===== config.mk =====
export PLATFORM = sky130hd
export DESIGN_NAME = e2q_cordic
export DESIGN_NICKNAME = d
export VERILOG_FILES = /design/src/design/e2q_pkg.sv /design/src/design/e2q_cordic.sv
export SDC_FILE = /design/constraint.sdc
export NUM_CORES = 2
export LEC_CHECK = 0
export BUFFER_PORTS_ARGS = -buffer_cell sky130_fd_sc_hd__buf_2
export CAP_MARGIN = 20
export CORE_MARGIN = 3
export CORE_UTILIZATION = 63
export CTS_CLUSTER_DIAMETER = 150
export DETAILED_ROUTE_END_ITERATION = 8
export PLACE_DENSITY_LB_ADDON = 0.05
export SLEW_MARGIN = 0
export SYNTH_ARGS = -nofsm -noshare
export SYNTH_HDL_FRONTEND = slang
export SYNTH_SLANG_ARGS = --single-unit

===== constraint.sdc =====
create_clock -name clk_i -period 6.8 [get_ports clk_i]
set_clock_uncertainty 0.1 [all_clocks]
set_input_delay 1.36 -clock clk_i [delete_from_list [all_inputs] [get_ports clk_i]]
set_output_delay 1.36 -clock clk_i [all_outputs]
set_load 0.02 [all_outputs]

===== src/design/e2q_pkg.sv =====
// shared constants and types for the euler to quaternion converter
`timescale 1ns / 1ps
package e2q_pkg;

  // internal fixed point: 30 fraction bits
  localparam int unsigned FRAC = 30;
  localparam int unsigned XW   = 33;  // sine / cosine width
  localparam int unsigned HW   = 34;  // residual angle width

  localparam int unsigned ANGLE_BITS_DEF   = 16;
  localparam int unsigned OUT_BITS_DEF     = 16;
  localparam int unsigned CORDIC_STEPS_DEF = 16;

  localparam logic signed [XW-1:0] GAIN_Q30    = 33'sd652032874;
  localparam logic signed [HW-1:0] HALF_PI_Q30 = 34'sd1686629713;
  localparam logic signed [HW-1:0] PI_Q30      = 34'sd3373259426;

  typedef logic signed [XW-1:0] trig_t;
  typedef logic signed [HW-1:0] ang_t;

  // arctangent of 2^-k, truncated to 30 fraction bits
  localparam logic [31:0] ATAN_Q30 [32] = '{
    32'h3243F6A8, 32'h1DAC6705, 32'h0FADBAFC, 32'h07F56EA6, 32'h03FEAB76, 32'h01FFD55B,
    32'h00FFFAAA, 32'h007FFF55, 32'h003FFFEA, 32'h001FFFFD, 32'h000FFFFF, 32'h0007FFFF,
    32'h0003FFFF, 32'h0001FFFF, 32'h0000FFFF, 32'h00007FFF, 32'h00003FFF, 32'h00001FFF,
    32'h00000FFF, 32'h000007FF, 32'h000003FF, 32'h000001FF, 32'h000000FF, 32'h0000007F,
    32'h0000003F, 32'h0000001F, 32'h0000000F, 32'h00000008, 32'h00000004, 32'h00000002,
    32'h00000001, 32'h00000000
  };

endpackage


===== src/design/e2q_cordic.sv =====
// pipelined half-angle sine and cosine, one cordic step per stage
`timescale 1ns / 1ps
module e2q_cordic #(
  parameter int unsigned ANGLE_BITS   = e2q_pkg::ANGLE_BITS_DEF,
  parameter int unsigned CORDIC_STEPS = e2q_pkg::CORDIC_STEPS_DEF
) (
  input  logic                  clk_i,
  input  logic                  en_i,
  input  logic [ANGLE_BITS-1:0] angle_i,
  output e2q_pkg::trig_t        sin_o,
  output e2q_pkg::trig_t        cos_o
);
  import e2q_pkg::*;

  localparam int unsigned SH = 33 - ANGLE_BITS;

  trig_t x_q [CORDIC_STEPS+1];
  trig_t y_q [CORDIC_STEPS+1];
  ang_t  h_q [CORDIC_STEPS+1];
  logic  flip_q [CORDIC_STEPS+1];
  trig_t sin_q, cos_q;

  ang_t h_full;
  ang_t h_d;
  logic flip_d;

  // halve, widen and fold into plus or minus half pi
  always_comb begin
    h_full = ang_t'($signed(angle_i)) <<< SH;
    h_d    = h_full;
    flip_d = 1'b0;
    if (h_full > HALF_PI_Q30) begin
      h_d    = h_full - PI_Q30;
      flip_d = 1'b1;
    end else if (h_full < -HALF_PI_Q30) begin
      h_d    = h_full + PI_Q30;
      flip_d = 1'b1;
    end
  end

  always_ff @(posedge clk_i) begin
    if (en_i) begin
      x_q[0]    <= GAIN_Q30;
      y_q[0]    <= '0;
      h_q[0]    <= h_d;
      flip_q[0] <= flip_d;
    end
  end

  // rotation steps
  for (genvar i = 0; i < CORDIC_STEPS; i++) begin : g_step
    trig_t dx, dy;
    ang_t  at;
    assign dx = y_q[i] >>> i;
    assign dy = x_q[i] >>> i;
    assign at = ang_t'(ATAN_Q30[i]);
    always_ff @(posedge clk_i) begin
      if (en_i) begin
        flip_q[i+1] <= flip_q[i];
        if (!h_q[i][HW-1]) begin
          x_q[i+1] <= x_q[i] - dx;
          y_q[i+1] <= y_q[i] + dy;
          h_q[i+1] <= h_q[i] - at;
        end else begin
          x_q[i+1] <= x_q[i] + dx;
          y_q[i+1] <= y_q[i] - dy;
          h_q[i+1] <= h_q[i] + at;
        end
      end
    end
  end

  // undo the pi fold
  always_ff @(posedge clk_i) begin
    if (en_i) begin
      sin_q <= flip_q[CORDIC_STEPS] ? -y_q[CORDIC_STEPS] : y_q[CORDIC_STEPS];
      cos_q <= flip_q[CORDIC_STEPS] ? -x_q[CORDIC_STEPS] : x_q[CORDIC_STEPS];
    end
  end

  assign sin_o = sin_q;
  assign cos_o = cos_q;

`ifndef SYNTH
  // folded residual angle stays within half pi
  a_fold_range: assert property (@(posedge clk_i)
    $past(en_i) |-> (h_q[0] <= HALF_PI_Q30) && (h_q[0] >= -HALF_PI_Q30))
    else $error("folded angle out of range");
`endif

endmodule

==> impl_metrics.tcl <==
set metrics [dict create \
    clk_latency_ns 0.84 \
    hold_class "reg2reg" \
    synth_commonest_cells "edfxtp_1, ha_1, a21oi_1, xnor2_1, nor2_1" \
    async_flop_share_pct 0 \
    core-area_sq_um 196000 \
    gr-usage-met1_pct 43.4 \
    hpwl_um 255000 \
    timing.hold.ws_ns 0.322 \
    synth-edff-count 1529 \
    synth_ff_type "edfxtp_1" \
    drtIter0Drc 9040 \
    root_buffer "clkbuf_16" \
    max_freq_ghz 0.166 \
    use_met3_pct 3.83 \
    antenna_found_initial 5 \
    gp_congestion 0.986 \
    status "completed" \
    max-cap-violations 0 \
    initial_core_util_pct 63.7 \
    startpoint_type "flop" \
    first_pass_iters 6 \
    grt_usage_pct 31.1 \
    wl_um 325000 \
    syn_avg_cell_area_sq_um 9.81 \
    ys.warnings.count 0 \
    final.min_clock_period_ns 6.02 \
    critPathCaptureType "flop" \
    place_ws_ns 0.312 \
    cpMaxStageDelayCell "edfxtp_1" \
    hold_violations 0 \
    viasPerCell 6.34 \
    netlist.area_leader.share_pct 36.7 \
    syn_inst 12740 \
    nNetsFinal 14391 \
    cts_hold_buffers 0 \
    max_slew_margin_pct 27.4 \
    slowest_delay_ns 0.75 \
    layout-drive-gt1-share_pct 4.71 \
    tightestPinTransition_ns 1.09 \
    clkTransAtPathRegs_ns 0.06 \
    fill_cells 15002 \
    fin_tns_setup_ns 0 \
    die_y_um 451 \
    critPathTopFamily "compound AO/OA/AOI/OAI gates" \
    dieArea_sq_um 204000 \
    crit_buf_inv 1 \
    syn_to_final_growth_pct 7.71 \
    ctsResizeCount 0 \
    pin_count 84 \
    wl_per_cell_um 20.7 \
    slew_violations 0 \
    cts_sinks 1529 \
    required_ns 7.25 \
    cp.arrival_ns 6.47 \
    yosys-top-cells-area "edfxtp_1, ha_1, xnor2_1" \
    fp.dieW_um 451 \
    ant_nets 0 \
    grt_pass1_vias 95103 \
    yosysUniqueCellTypes 84 \
    utilization_pct 68.7 \
    cp_cell_sequence "clkinv_1, ha_1, nor3b_1, a211oi_1, a21oi_1, ha_1, or3_1, o31ai_1, o311ai_0, o31ai_1, o311a_1, o31ai_1, a21o_1, a2111oi_0, nor3_1, xnor2_1" \
    grt_overflow_total 0 \
    clk_path_buf_depth 3 \
    row_count 162 \
    cts_setup_buffers 0 \
    port_buffers 83 \
    critPathKind "reg2reg" \
    final.setup.worst_slack_ns 0.780 \
    drc 0 \
    hp-start "flip_q[14]$_DFFE_PP_" \
    post-synth-top-area-cell "edfxtp_1" \
    synth_nets 14218 \
    grt-busiest-layer "met2" \
    met2_usage_pct 51.0 \
    tritoncts "built" \
    crit_top_cell "o31ai_1" \
    r2r_start "x_q[2][28]$_DFFE_PP_" \
    vias 99470 \
    grt_pass1_wl_um 515000 \
    yosysSeqAreaShare_pct 36.7 \
    crit_path_max_fanout 9 \
    setup_violations 0 \
    syn-cell-area_sq_um 125000 \
    crit_path_start "x_q[2][28]$_DFFE_PP_" \
    yosysMostFrequentCell "edfxtp_1" \
    numCtsBuffers 169 \
    rsz0062_at_grt "false" \
    fin_crit_sh_pct 88.5 \
    grt_max_degree 132 \
    synth_seq_cells 1529 \
    cts_htree_levels 4 \
]
-- cell type report --
cell class                      instances  area [sq um]  area share (%)
Tap cell                             2624          3280            2.44
Clock buffer                          189          4390            3.26
Clock inverter                        120          1390            1.03
Sequential cell                      1529         45900            34.1
Timing Repair Buffer                  187          1260           0.937
Antenna cell                            2          5.00         0.00372
Multi-Input combinational cell      10506         76400            56.8
Inverter                              520          1950            1.45
-- cells by family (layout without fill, tap and decap cells) --
logic type / count (synthesis) / count (layout) / share of synthesized area [%]
mux: 111 / 111 / 0.935
flops: 1529 / 1529 / 36.7
simple gates: 3173 / 3173 / 12.3
other cells: 0 / 2 / 0
compound gates: 3860 / 3860 / 19.6
xor+xnor: 1902 / 1902 / 13.3
buf+inv: 705 / 1016 / 2.12
fa+ha+maj: 1460 / 1460 / 14.9
-- cell usage in the layout, fill, tap and decap left out, drive strengths merged, types with 201 or more instances in the layout --
cell and n:
a21oi 1287, ha 1414, o21a 201, o21ai 674, nand2b 215, nand2 711
nor2 955, nor3 252, xor2 632, inv 525, xnor2 1270, edfxtp 1529
a21o 635, nand3 207
-- per-stage QoR --
step	cell area (sq um)	std cells
6_report	135000	15677
5_1_grt	135000	15676
4_1_cts	135000	15673
3_5_place_dp	129000	15364
3_3_place_gp	129000	15364
2_1_floorplan	125000	12740
-- routing by layer --
| metal | wire, um | part of all wire, % | vias to the layer above |
|---|---|---|---|
| li1 | - | - | 47826 |
| met1 | 144000 | 44 | 47514 |
| met2 | 150000 | 46 | 3502 |
| met3 | 21300 | 6.6 | 628 |
| met4 | 10000 | 3.1 | 0 |
| met5 | 0 | 0 | - |
-- registers in the layout, indices dropped and copies added, names as in the netlist --
name and cells:
x_q 470, h_q 481, y_q 496, flip_q 16, cos_o 33, sin_o 33
-- path summary, 6_finish.rpt --
check                                            end  slack (ns)  cells past startpoint
worst max-delay path            y_q[3][32]$_DFFE_PP_        0.78                     16
worst min-delay path            flip_q[15]$_DFFE_PP_        0.32                      0
worst max register to register  y_q[3][32]$_DFFE_PP_        0.78                     16
worst min register to register  flip_q[15]$_DFFE_PP_        0.32                      0
Power is not shown: default switching activity piles up to over one toggle a cycle in this logic, so the estimate is an artifact.
